<file path="src/rtl/iptcp_pkg.sv">
// iptcp_pkg: types, constants and helpers shared by the ipv4/tcp header parser
// field record layout, option walk phases and record queue sizing
// no dependencies
`timescale 1ns / 1ps

package iptcp_pkg;

  localparam int unsigned FIFO_DEPTH = 4;
  localparam int unsigned FIFO_AW    = $clog2(FIFO_DEPTH);
  localparam int unsigned FIFO_CW    = $clog2(FIFO_DEPTH + 1);

  localparam logic [6:0] IP_FIXED_BYTES  = 7'd20;
  localparam logic [6:0] TCP_FIXED_BYTES = 7'd20;
  localparam logic [3:0] MIN_HDR_WORDS   = 4'd5;

  typedef enum logic [4:0] {
    FID_VERSION      = 5'd0,
    FID_IP_HDR_BYTES = 5'd1,
    FID_DSCP         = 5'd2,
    FID_ECN          = 5'd3,
    FID_TOTAL_LEN    = 5'd4,
    FID_IDENT        = 5'd5,
    FID_IP_FLAGS     = 5'd6,
    FID_FRAG_OFF     = 5'd7,
    FID_TTL          = 5'd8,
    FID_PROTO        = 5'd9,
    FID_IP_CSUM      = 5'd10,
    FID_SRC_IP       = 5'd11,
    FID_DST_IP       = 5'd12,
    FID_SRC_PORT     = 5'd13,
    FID_DST_PORT     = 5'd14,
    FID_SEQ          = 5'd15,
    FID_ACK          = 5'd16,
    FID_DATA_OFF     = 5'd17,
    FID_NS           = 5'd18,
    FID_TCP_FLAGS    = 5'd19,
    FID_WINDOW       = 5'd20,
    FID_TCP_CSUM     = 5'd21,
    FID_URGENT       = 5'd22,
    FID_OPT_KIND     = 5'd23,
    FID_OPT_LEN      = 5'd24,
    FID_OPT_DATA     = 5'd25,
    FID_MALFORMED    = 5'd26
  } field_id_t;

  typedef enum logic [1:0] {
    OPH_KIND = 2'd0,
    OPH_LEN  = 2'd1,
    OPH_DATA = 2'd2
  } opt_phase_t;

  typedef struct packed {
    logic [4:0]  field_id;
    logic [31:0] field_value;
    logic        last;
  } rec_t;

  typedef struct packed {
    logic [1:0] cnt;
    rec_t       rec0;
    rec_t       rec1;
  } rec_pair_t;

  function automatic rec_t mk_rec(field_id_t id, logic [31:0] value);
    rec_t r;
    r.field_id    = id;
    r.field_value = value;
    r.last        = 1'b0;
    return r;
  endfunction

  function automatic logic [3:0] fix_words(logic [3:0] w);
    return (w < MIN_HDR_WORDS) ? MIN_HDR_WORDS : w;
  endfunction

endpackage

</file>
<file path="src/rtl/iptcp_in_if.sv">
// iptcp_in_if: byte channel into the header parser, valid/ready handshake
// depends on nothing
`timescale 1ns / 1ps

interface iptcp_in_if;
  logic       valid;
  logic       ready;
  logic [7:0] data_byte;
  logic       first;

  modport source (output valid, output data_byte, output first, input ready);
  modport sink   (input valid, input data_byte, input first, output ready);
endinterface

</file>
<file path="src/rtl/iptcp_out_if.sv">
// iptcp_out_if: field record channel out of the header parser, valid/ready handshake
// depends on nothing
`timescale 1ns / 1ps

interface iptcp_out_if;
  logic        valid;
  logic        ready;
  logic [4:0]  field_id;
  logic [31:0] field_value;
  logic        last;

  modport source (output valid, output field_id, output field_value, output last,
                  input ready);
  modport sink   (input valid, input field_id, input field_value, input last,
                  output ready);
endinterface

</file>
<file path="src/rtl/iptcp_parse.sv">
// iptcp_parse: parse state and combinational decode of one packet byte into 0..2 records
// depends on iptcp_pkg
`timescale 1ns / 1ps

module iptcp_parse (
  input  logic                 clk,
  input  logic                 rst_n,
  input  logic                 fire,
  input  logic [7:0]           data_byte,
  input  logic                 first,
  output iptcp_pkg::rec_pair_t pair
);

  logic [6:0]            pos_r, pos_nxt;
  logic [3:0]            ihl_r, ihl_nxt;
  logic [3:0]            doff_r, doff_nxt;
  logic [31:0]           acc_r, acc_nxt;
  iptcp_pkg::opt_phase_t phase_r, phase_nxt;
  logic [7:0]            left_r, left_nxt;
  logic                  done_r, done_nxt;

  logic                  active;
  logic [6:0]            pos;
  logic [3:0]            ihl_w;
  logic [3:0]            doff_raw;
  iptcp_pkg::opt_phase_t phase;
  logic [7:0]            left;
  logic [31:0]           acc;
  logic [6:0]            iplen;
  logic                  in_ip, in_tcp, tcp_fixed, in_opt;
  logic [6:0]            t;
  logic [3:0]            ihl_fixed;
  logic [3:0]            doff_cur;
  logic [7:0]            t_plus;
  logic [7:0]            hdr_len;
  logic                  end_hit;
  logic                  bad_len;
  logic [7:0]            left_len;
  logic [7:0]            left_dec;

  // effective state: a first beat restarts from the cleared state
  assign active   = first || !done_r;
  assign pos      = first ? 7'd0 : pos_r;
  assign ihl_w    = first ? iptcp_pkg::MIN_HDR_WORDS : ihl_r;
  assign doff_raw = first ? iptcp_pkg::MIN_HDR_WORDS : doff_r;
  assign phase    = first ? iptcp_pkg::OPH_KIND : phase_r;
  assign left     = first ? 8'd0 : left_r;
  assign acc      = {(first ? 24'd0 : acc_r[23:0]), data_byte};

  assign iplen     = {1'b0, ihl_w, 2'b00};
  assign in_ip     = pos < iptcp_pkg::IP_FIXED_BYTES;
  assign in_tcp    = !in_ip && (pos >= iplen);
  assign t         = pos - iplen;
  assign tcp_fixed = in_tcp && (t < iptcp_pkg::TCP_FIXED_BYTES);
  assign in_opt    = in_tcp && !tcp_fixed;
  assign ihl_fixed = iptcp_pkg::fix_words(data_byte[3:0]);

  assign doff_cur = (tcp_fixed && t[4:0] == 5'd12) ? data_byte[7:4] : doff_raw;
  assign t_plus   = {1'b0, t} + 8'd1;
  assign hdr_len  = {2'b00, iptcp_pkg::fix_words(doff_cur), 2'b00};
  assign end_hit  = in_tcp && (t_plus >= hdr_len);
  assign bad_len  = in_opt && (phase == iptcp_pkg::OPH_LEN) && (data_byte < 8'd2);
  assign left_len = data_byte - 8'd2;
  assign left_dec = left - 8'd1;

  // record decode
  always_comb begin
    pair = '0;
    if (fire && active) begin
      if (in_ip) begin
        case (pos[4:0])
          5'd0: begin
            pair.rec0 = iptcp_pkg::mk_rec(iptcp_pkg::FID_VERSION, {28'd0, data_byte[7:4]});
            pair.rec1 = iptcp_pkg::mk_rec(iptcp_pkg::FID_IP_HDR_BYTES,
                                          {26'd0, ihl_fixed, 2'b00});
            pair.cnt  = 2'd2;
          end
          5'd1: begin
            pair.rec0 = iptcp_pkg::mk_rec(iptcp_pkg::FID_DSCP, {26'd0, data_byte[7:2]});
            pair.rec1 = iptcp_pkg::mk_rec(iptcp_pkg::FID_ECN, {30'd0, data_byte[1:0]});
            pair.cnt  = 2'd2;
          end
          5'd3: begin
            pair.rec0 = iptcp_pkg::mk_rec(iptcp_pkg::FID_TOTAL_LEN, {16'd0, acc[15:0]});
            pair.cnt  = 2'd1;
          end
          5'd5: begin
            pair.rec0 = iptcp_pkg::mk_rec(iptcp_pkg::FID_IDENT, {16'd0, acc[15:0]});
            pair.cnt  = 2'd1;
          end
          5'd6: begin
            pair.rec0 = iptcp_pkg::mk_rec(iptcp_pkg::FID_IP_FLAGS, {29'd0, data_byte[7:5]});
            pair.cnt  = 2'd1;
          end
          5'd7: begin
            pair.rec0 = iptcp_pkg::mk_rec(iptcp_pkg::FID_FRAG_OFF, {19'd0, acc[12:0]});
            pair.cnt  = 2'd1;
          end
          5'd8: begin
            pair.rec0 = iptcp_pkg::mk_rec(iptcp_pkg::FID_TTL, {24'd0, data_byte});
            pair.cnt  = 2'd1;
          end
          5'd9: begin
            pair.rec0 = iptcp_pkg::mk_rec(iptcp_pkg::FID_PROTO, {24'd0, data_byte});
            pair.cnt  = 2'd1;
          end
          5'd11: begin
            pair.rec0 = iptcp_pkg::mk_rec(iptcp_pkg::FID_IP_CSUM, {16'd0, acc[15:0]});
            pair.cnt  = 2'd1;
          end
          5'd15: begin
            pair.rec0 = iptcp_pkg::mk_rec(iptcp_pkg::FID_SRC_IP, acc);
            pair.cnt  = 2'd1;
          end
          5'd19: begin
            pair.rec0 = iptcp_pkg::mk_rec(iptcp_pkg::FID_DST_IP, acc);
            pair.cnt  = 2'd1;
          end
          default: begin
          end
        endcase
      end else if (tcp_fixed) begin
        case (t[4:0])
          5'd1: begin
            pair.rec0 = iptcp_pkg::mk_rec(iptcp_pkg::FID_SRC_PORT, {16'd0, acc[15:0]});
            pair.cnt  = 2'd1;
          end
          5'd3: begin
            pair.rec0 = iptcp_pkg::mk_rec(iptcp_pkg::FID_DST_PORT, {16'd0, acc[15:0]});
            pair.cnt  = 2'd1;
          end
          5'd7: begin
            pair.rec0 = iptcp_pkg::mk_rec(iptcp_pkg::FID_SEQ, acc);
            pair.cnt  = 2'd1;
          end
          5'd11: begin
            pair.rec0 = iptcp_pkg::mk_rec(iptcp_pkg::FID_ACK, acc);
            pair.cnt  = 2'd1;
          end
          5'd12: begin
            pair.rec0 = iptcp_pkg::mk_rec(iptcp_pkg::FID_DATA_OFF, {28'd0, data_byte[7:4]});
            pair.rec1 = iptcp_pkg::mk_rec(iptcp_pkg::FID_NS, {31'd0, data_byte[0]});
            pair.cnt  = 2'd2;
          end
          5'd13: begin
            pair.rec0 = iptcp_pkg::mk_rec(iptcp_pkg::FID_TCP_FLAGS, {24'd0, data_byte});
            pair.cnt  = 2'd1;
          end
          5'd15: begin
            pair.rec0 = iptcp_pkg::mk_rec(iptcp_pkg::FID_WINDOW, {16'd0, acc[15:0]});
            pair.cnt  = 2'd1;
          end
          5'd17: begin
            pair.rec0 = iptcp_pkg::mk_rec(iptcp_pkg::FID_TCP_CSUM, {16'd0, acc[15:0]});
            pair.cnt  = 2'd1;
          end
          5'd19: begin
            pair.rec0 = iptcp_pkg::mk_rec(iptcp_pkg::FID_URGENT, {16'd0, acc[15:0]});
            pair.cnt  = 2'd1;
          end
          default: begin
          end
        endcase
      end else if (in_opt) begin
        case (phase)
          iptcp_pkg::OPH_LEN: begin
            pair.rec0 = iptcp_pkg::mk_rec(iptcp_pkg::FID_OPT_LEN, {24'd0, data_byte});
            pair.rec1 = iptcp_pkg::mk_rec(iptcp_pkg::FID_MALFORMED, {24'd0, data_byte});
            pair.cnt  = bad_len ? 2'd2 : 2'd1;
          end
          iptcp_pkg::OPH_DATA: begin
            pair.rec0 = iptcp_pkg::mk_rec(iptcp_pkg::FID_OPT_DATA, {24'd0, data_byte});
            pair.cnt  = 2'd1;
          end
          default: begin
            pair.rec0 = iptcp_pkg::mk_rec(iptcp_pkg::FID_OPT_KIND, {24'd0, data_byte});
            pair.cnt  = 2'd1;
          end
        endcase
      end
      if (pair.cnt == 2'd1) begin
        pair.rec0.last = 1'b1;
      end
      if (pair.cnt == 2'd2) begin
        pair.rec1.last = 1'b1;
      end
    end
  end

  // next state
  always_comb begin
    pos_nxt   = pos_r;
    ihl_nxt   = ihl_r;
    doff_nxt  = doff_r;
    acc_nxt   = acc_r;
    phase_nxt = phase_r;
    left_nxt  = left_r;
    done_nxt  = done_r;
    if (fire && active) begin
      done_nxt  = end_hit || bad_len;
      pos_nxt   = (end_hit || bad_len) ? pos : pos + 7'd1;
      ihl_nxt   = (in_ip && pos[4:0] == 5'd0) ? ihl_fixed : ihl_w;
      doff_nxt  = doff_cur;
      acc_nxt   = acc;
      phase_nxt = phase;
      left_nxt  = left;
      if (in_opt) begin
        case (phase)
          iptcp_pkg::OPH_LEN: begin
            if (bad_len) begin
              phase_nxt = iptcp_pkg::OPH_KIND;
            end else begin
              left_nxt  = left_len;
              phase_nxt = (left_len != 8'd0) ? iptcp_pkg::OPH_DATA : iptcp_pkg::OPH_KIND;
            end
          end
          iptcp_pkg::OPH_DATA: begin
            left_nxt = left_dec;
            if (left_dec == 8'd0) begin
              phase_nxt = iptcp_pkg::OPH_KIND;
            end
          end
          default: begin
            phase_nxt = (data_byte <= 8'd1) ? iptcp_pkg::OPH_KIND : iptcp_pkg::OPH_LEN;
          end
        endcase
      end
    end
  end

  always_ff @(posedge clk) begin
    if (!rst_n) begin
      pos_r   <= 7'd0;
      ihl_r   <= iptcp_pkg::MIN_HDR_WORDS;
      doff_r  <= iptcp_pkg::MIN_HDR_WORDS;
      acc_r   <= 32'd0;
      phase_r <= iptcp_pkg::OPH_KIND;
      left_r  <= 8'd0;
      done_r  <= 1'b1;
    end else begin
      pos_r   <= pos_nxt;
      ihl_r   <= ihl_nxt;
      doff_r  <= doff_nxt;
      acc_r   <= acc_nxt;
      phase_r <= phase_nxt;
      left_r  <= left_nxt;
      done_r  <= done_nxt;
    end
  end

endmodule

</file>
<file path="src/rtl/iptcp_rec_fifo.sv">
// iptcp_rec_fifo: small record queue, takes up to two records per cycle, gives one
// depends on iptcp_pkg
`timescale 1ns / 1ps

module iptcp_rec_fifo (
  input  logic                 clk,
  input  logic                 rst_n,
  input  iptcp_pkg::rec_pair_t push,
  input  logic                 pop_ready,
  output iptcp_pkg::rec_t      head,
  output logic                 head_valid,
  output logic                 room
);

  iptcp_pkg::rec_t                  mem [iptcp_pkg::FIFO_DEPTH];
  logic [iptcp_pkg::FIFO_AW-1:0]    wp_r, wp_nxt;
  logic [iptcp_pkg::FIFO_AW-1:0]    rp_r, rp_nxt;
  logic [iptcp_pkg::FIFO_CW-1:0]    cnt_r, cnt_nxt;
  logic [iptcp_pkg::FIFO_AW-1:0]    wp_p1;
  logic                             pop;

  assign head_valid = (cnt_r != '0);
  assign head       = mem[rp_r];
  assign pop        = head_valid && pop_ready;
  // room for a full pair
  assign room       = (cnt_r <= iptcp_pkg::FIFO_CW'(iptcp_pkg::FIFO_DEPTH - 2));
  assign wp_p1      = wp_r + 1'b1;

  always_comb begin
    wp_nxt  = wp_r + iptcp_pkg::FIFO_AW'(push.cnt);
    rp_nxt  = pop ? rp_r + 1'b1 : rp_r;
    cnt_nxt = cnt_r + iptcp_pkg::FIFO_CW'(push.cnt) - iptcp_pkg::FIFO_CW'(pop);
  end

  always_ff @(posedge clk) begin
    if (push.cnt != 2'd0) begin
      mem[wp_r] <= push.rec0;
    end
    if (push.cnt == 2'd2) begin
      mem[wp_p1] <= push.rec1;
    end
  end

  always_ff @(posedge clk) begin
    if (!rst_n) begin
      wp_r  <= '0;
      rp_r  <= '0;
      cnt_r <= '0;
    end else begin
      wp_r  <= wp_nxt;
      rp_r  <= rp_nxt;
      cnt_r <= cnt_nxt;
    end
  end

endmodule

</file>
<file path="src/rtl/ipv4_tcp_header_parser_unit.sv">
// ipv4_tcp_header_parser_unit: top level of the ipv4/tcp header field parser
// depends on iptcp_pkg, iptcp_in_if, iptcp_out_if, iptcp_parse, iptcp_rec_fifo
//
// usage:
//   in_ch takes one packet byte per beat in network order; first marks byte 0
//   of a packet and restarts parsing. bytes after the tcp header end, or
//   before any first, make no records.
//   out_ch gives one field record per beat (field_id, field_value, last);
//   last marks the final record made by a byte. a byte makes 0, 1 or 2 records.
//   a byte passes the input register, then its records pass the record queue,
//   before they show on out_ch.
//   throughput: one byte per cycle while out_ch takes records and the queue has room;
//   the record pairs of bytes 0 and 1 leave three records in the four-entry queue,
//   which stalls byte 2 in the input register and holds in_ch off before byte 3.
//   in_ch.ready is high while the input register is empty or the queue has
//   room for two records.
//   reset: synchronous rst_n clears the queue and input register; the parser
//   sits idle until a first beat.
//   a stalled out_ch holds its record; once the queue lacks room and the input register holds a byte, in_ch stalls.
`timescale 1ns / 1ps

module ipv4_tcp_header_parser_unit (
  input  logic        clk,
  input  logic        rst_n,
  iptcp_in_if.sink    in_ch,
  iptcp_out_if.source out_ch
);

  logic                 in_valid_r, in_valid_nxt;
  logic [7:0]           in_byte_r;
  logic                 in_first_r;
  logic                 room;
  logic                 stage_fire;
  logic                 in_take;
  iptcp_pkg::rec_pair_t pair;
  iptcp_pkg::rec_t      head;
  logic                 head_valid;

  assign stage_fire   = in_valid_r && room;
  assign in_ch.ready  = !in_valid_r || room;
  assign in_take      = in_ch.valid && in_ch.ready;
  assign in_valid_nxt = in_take || (in_valid_r && !room);

  always_ff @(posedge clk) begin
    if (!rst_n) begin
      in_valid_r <= 1'b0;
    end else begin
      in_valid_r <= in_valid_nxt;
    end
  end

  always_ff @(posedge clk) begin
    if (in_take) begin
      in_byte_r  <= in_ch.data_byte;
      in_first_r <= in_ch.first;
    end
  end

  iptcp_parse u_parse (
    .clk       (clk),
    .rst_n     (rst_n),
    .fire      (stage_fire),
    .data_byte (in_byte_r),
    .first     (in_first_r),
    .pair      (pair)
  );

  iptcp_rec_fifo u_fifo (
    .clk        (clk),
    .rst_n      (rst_n),
    .push       (pair),
    .pop_ready  (out_ch.ready),
    .head       (head),
    .head_valid (head_valid),
    .room       (room)
  );

  assign out_ch.valid       = head_valid;
  assign out_ch.field_id    = head.field_id;
  assign out_ch.field_value = head.field_value;
  assign out_ch.last        = head.last;

  a_push_needs_fire: assert property (@(posedge clk) disable iff (!rst_n)
    (pair.cnt != 2'd0) |-> stage_fire)
    else $error("records pushed without a byte in the stage");

  a_pair_last: assert property (@(posedge clk) disable iff (!rst_n)
    (pair.cnt == 2'd2) |-> (pair.rec1.last && !pair.rec0.last))
    else $error("last marker misplaced on a record pair");

  a_stage_holds: assert property (@(posedge clk) disable iff (!rst_n)
    (in_valid_r && !room) |=> (in_valid_r && $stable(in_byte_r) && $stable(in_first_r)))
    else $error("stalled byte lost from the input register");

endmodule

</file>
<file path="src/flat_wrapper.sv">
// flat-port wrapper written by rule: the top's interface ports become plain ports
module ipv4_tcp_header_parser_unit_flat 
  (clk, rst_n, in_ch_valid, in_ch_data_byte, in_ch_first, in_ch_ready, out_ch_valid, out_ch_field_id, out_ch_field_value, out_ch_last, out_ch_ready);
  iptcp_in_if in_ch_i ();
  iptcp_out_if out_ch_i ();
  input  logic clk;
  input  logic rst_n;
  input wire logic [$bits(in_ch_i.valid)-1:0] in_ch_valid;
  input wire logic [$bits(in_ch_i.data_byte)-1:0] in_ch_data_byte;
  input wire logic [$bits(in_ch_i.first)-1:0] in_ch_first;
  output wire logic [$bits(in_ch_i.ready)-1:0] in_ch_ready;
  output wire logic [$bits(out_ch_i.valid)-1:0] out_ch_valid;
  output wire logic [$bits(out_ch_i.field_id)-1:0] out_ch_field_id;
  output wire logic [$bits(out_ch_i.field_value)-1:0] out_ch_field_value;
  output wire logic [$bits(out_ch_i.last)-1:0] out_ch_last;
  input wire logic [$bits(out_ch_i.ready)-1:0] out_ch_ready;
  assign in_ch_i.valid = in_ch_valid;
  assign in_ch_i.data_byte = in_ch_data_byte;
  assign in_ch_i.first = in_ch_first;
  assign in_ch_ready = in_ch_i.ready;
  assign out_ch_valid = out_ch_i.valid;
  assign out_ch_field_id = out_ch_i.field_id;
  assign out_ch_field_value = out_ch_i.field_value;
  assign out_ch_last = out_ch_i.last;
  assign out_ch_i.ready = out_ch_ready;
  ipv4_tcp_header_parser_unit u_core (.clk(clk), .rst_n(rst_n), .in_ch(in_ch_i), .out_ch(out_ch_i));
endmodule
</file>
<file path="config.mk">
export PLATFORM = sky130hd
export DESIGN_NAME = ipv4_tcp_header_parser_unit_flat
export DESIGN_NICKNAME = d
export VERILOG_FILES = /design/src/rtl/iptcp_pkg.sv /design/src/rtl/iptcp_in_if.sv /design/src/rtl/iptcp_out_if.sv /design/src/rtl/iptcp_parse.sv /design/src/rtl/iptcp_rec_fifo.sv /design/src/rtl/ipv4_tcp_header_parser_unit.sv /design/src/flat_wrapper.sv
export SDC_FILE = /design/constraint.sdc
export NUM_CORES = 1
export LEC_CHECK = 0
export BUFFER_PORTS_ARGS = -buffer_cell sky130_fd_sc_hd__buf_2
export CAP_MARGIN = 10
export CORE_UTILIZATION = 39
export DETAILED_ROUTE_END_ITERATION = 6
export GPL_TIMING_DRIVEN = 0
export MAX_ROUTING_LAYER = met4
export PLACE_DENSITY = 0.52
export SYNTH_ARGS = -nofsm -noshare
export SYNTH_HDL_FRONTEND = slang
export SYNTH_SLANG_ARGS = --single-unit
</file>
<file path="constraint.sdc">
create_clock -name clk -period 6.3 [get_ports clk]
set_input_delay 0.63 -clock clk [delete_from_list [all_inputs] [get_ports clk]]
set_output_delay 0.63 -clock clk [all_outputs]
set_load 0.02 [all_outputs]
</file>
==> summary.md <==
| Metric | Value |
|---|---|
| Commonest non-fill, non-tap cells in the layout | `dfxtp_1, nand2_1, a21oi_1` |
| FF-to-FF Start | `u_core.in_first_r` |
| Post-synth top flop | `dfxtp_1` |
| WS Path Type | `flip-flop to flip-flop` |
| Pin slew with the least headroom to its limit | `1.14 ns` |
| Register area share after synthesis | `40.6%` |
| Die height | `180 µm` |
| Drt pass-1 iters | `7` |
| Fin Clk Skew | `0.0194 ns` |
| Cell Count Post-Placement | `1799` |
| Setup violators final | `0` |
| Clk sinks | `221` |
| Status | `complete, but fails checks` |
| Nets | `1475` |
| Slew headroom | `24.3%` |
| Reg-to-reg endpoint | `u_core.u_parse.pos_r[0]` |
| Pwr Density | `273 nW/µm²` |
| Wire length per cell | `23.5 µm` |
| Worst-case reg-to-reg path depth | `24` |
| Worst Hold Path Cells | `1` |
| Fin crit share | `96.9%` |
| First-pass GRT wire length | `66500 µm` |
| Total gr overflow | `0` |
| Fin cells | `1852` |
| HP Start | `in_ch_data_byte[5]` |
| Min Clock Period, post-route | `6.10 ns` |
| Switching share of power | `29.2%` |
| Startpoint Class | `flip-flop` |
| Largest net degree at the start of global routing | `14` |
| Max-Cap Viols | `0` |
| Arrival @ worst endpoint | `6.57 ns` |
| FMAX | `164 MHz` |
| Critical-path top delay cell | `fa_1` |
| Starting density of the core | `40.1%` |
| Setup TNS | `0 ns` |
| Routed Antenna Nets | `0` |
| Psw | `0.00113 W` |
| Asr flop ratio synth | `0%` |
| Horiz. Die Dim | `180 µm` |
| Failing checks | `design-rule violations` |
| Diode count | `0` |
| Synthesized instance count | `1351` |
| Drc violations | `10` |
| Die area | `32500 µm²` |
| Critical Path Sink Type | `flip-flop` |
| Clock buffer depth | `3` |
| Mapped cell area | `12400 µm²` |
| Area Overhead vs Synth | `14.8%` |
| CTS clk-pin slew, worst paths | `0.06 ns` |
| Num CTS Buffers | `26` |
| Most area-consuming cells after synthesis | `dfxtp_1, edfxtp_1, mux4_2` |
| Worst path cell trace | `buf_4 > clkbuf_4 > buf_4 > clkbuf_4 > or2_2 > ha_1 > fa_1 > nor2_1 > and3_1 > clkbuf_1 > and4_4 > buf_6 > or3_1 > o21ai_0 > a221o_1 > ha_1 > a21boi_0 > o21ai_0 > nand2b_1 > a21oi_2 > a21oi_4 > nor3_4 > buf_12 > mux2i_1` |
| Internal | `0.00275 W` |
| Leading area contributor after synthesis | `dfxtp_1` |
| Max FO, Critical Path | `10` |
| Crit-path max cell delay | `0.61 ns` |
| Vias in the first global route | `11000` |
| CTS root buf | `clkbuf_16` |
| GRT Overall Usage | `27.1%` |
| Share of the synthesized area in the top cell type | `25.8%` |
| Post-synth cell types | `82` |
| HP Class | `input pin to flip-flop` |
| I/O pin cnt | `53` |
| IO Port Bufs | `51` |
| Via density | `6.19` |
| Syn nets | `1389` |
| Initial antenna violation count | `0` |
| Standard-cell row count | `64` |
| R2R Setup Slk | `0.20 ns` |
| Clock network fraction of total power | `40.5%` |
| Commonest non-fill, non-tap cell in the layout | `dfxtp_1` |
| CTS tree | `done` |
| Routed WL | `43500 µm` |
| Syn_area_per_cell | `9.18 µm²` |
| CTS H-Tree Depth | `1` |
| Seq pwr share | `40.1%` |
| Final Hold Fails | `0` |
| Core box area | `30900 µm²` |
| HPWL after DPL | `30700 µm` |
| DR vias | `11500` |
| IR Drop Worst-Case VDD | `0.205 mV` |
| Clock latency at the later pin of the worst-skew pair | `0.54 ns` |
| Initial DRC count | `1135` |
| GPL Wtd Cong | `0.907` |
| Gate power share | `19.4%` |
| Post-synth EDFFs | `61` |
| FF+latch count, synth | `221` |
| Hold Path End | `u_core.in_byte_r[5]` |
| Req. time, crit path | `6.77 ns` |
| Static Leakage | `4.84 nW` |
| Number of synthesis warnings | `0` |
| Slew Limit Fails | `0` |
| Share of layout cells above drive strength 1 | `15.8%` |
==> power by group through the flow <==
stage	Clock (W)	Combinational (W)	Sequential, W
2_1_floorplan	0	0.000506	0.00158
3_3_place_gp	0	0.000729	0.00159
3_5_place_dp	0	0.000740	0.00159
4_1_cts	0.00159	0.000752	0.00156
5_1_grt	0.00165	0.000812	0.00156
6_report	0.00157	0.000754	0.00156
==> worst max-delay path by stage <==
| stage | start | slack [ns] | cells after the start | endpoint |
|---|---|---|---|---|
| after floorplan | u_core.in_first_r | 0.65 | 26 | u_core.u_parse.done_r |
| after global placement | u_core.in_first_r | -1.16 | 26 | u_core.u_parse.done_r |
| after detailed placement | u_core.in_first_r | -1.19 | 26 | u_core.u_parse.done_r |
| after CTS | u_core.in_first_r | 0.03 | 26 | u_core.u_parse.pos_r[2] |
| after global routing | u_core.in_first_r | -0.003 | 27 | u_core.u_parse.pos_r[0] |
| final | u_core.in_first_r | 0.20 | 24 | u_core.u_parse.pos_r[0] |
==> metrics by stage <==
stage / hold slack, ns / setup slack [ns] / utilization (%) / total power [W] / area [µm²]
finish: 0.267 / 0.197 / 46.0 / 0.00389 / 14200
global route: 0.254 / -0.00333 / 46.0 / 0.00403 / 14200
CTS: 0.244 / 0.0250 / 45.7 / 0.00390 / 14100
detailed placement: 0.447 / -1.19 / 42.6 / 0.00233 / 13200
global placement: 0.444 / -1.16 / 42.5 / 0.00232 / 13100
floorplan: 0.431 / 0.647 / - / 0.00208 / 12400
==> state kept, by name (all words and copies together) (netlist names), 3 cells and up, named ones only <==
register	cells
u_core.u_fifo.cnt_r	3
u_core.u_parse.left_r	8
u_core.u_parse.acc_r	24
u_core.u_parse.ihl_r	4
u_core.in_byte_r	8
u_core.u_parse.doff_r	4
u_core.u_parse.pos_r	7
u_core.u_fifo.mem	152
==> per-layer routing <==
layer	vias up	GRT usage, %	routed length (µm)
met5	-	-	0
met4	0	7.18	988
met3	68	3.66	3110
met1	5643	37.4	19900
met2	465	41.8	19500
li1	5284	-	-
==> critical path: cells and delay by family, from the launching register on <==
family | cells | cell delay, ns
mux | 1 | 0.16
flops | 1 | 0.48
compound gates | 6 | 1.07
buf+inv | 7 | 1.43
simple gates | 7 | 1.74
fa+ha+maj | 3 | 1.11
==> timing repair <==
action,in CTS,in global routing
hold buffers,0,0
pin swaps,1,4
buffers inserted,2,4
resized for setup,10,21
endpoints found under the setup margin,61,61
==> cells by family after synthesis <==
| group | Yosys count | share of synthesized area (%) |
|---|---|---|
| flip-flops | 221 | 40.6 |
| buffers and inverters | 168 | 5.68 |
| adder cells (fa/ha/maj) | 25 | 2.64 |
| multiplexers | 49 | 7.80 |
| XOR/XNOR | 22 | 1.77 |
| AO/OA/AOI/OAI | 423 | 23.6 |
| AND/OR/NAND/NOR | 443 | 17.9 |
==> cell usage after synthesis (23+ instances only) <==
library cell and count:
clkbuf_1 72, mux4_2 38, nor2b_1 29, a22o_1 29
nor3_1 30, edfxtp_1 61, inv_1 40, ha_1 23
a21oi_1 114, nand3_1 83, nand4_1 30, buf_2 44
a22oi_1 80, dfxtp_1 160, o21ai_0 35, nor2_1 44
a31oi_1 26, and2_1 24, nand2_1 139, o22ai_1 24
==> layout make-up <==
class / count / area, µm²
flip-flops and latches: 221 / 5030
plain buffers: 127 / 573
well taps: 396 / 495
multi-input cells: 962 / 6750
clock inverters: 4 / 47.5
clock buffers: 43 / 850
fillers: 3040 / 16700
inverters: 41 / 154
repair buffers: 58 / 328
No activity file was read; power rests on OpenSTA's default activity.
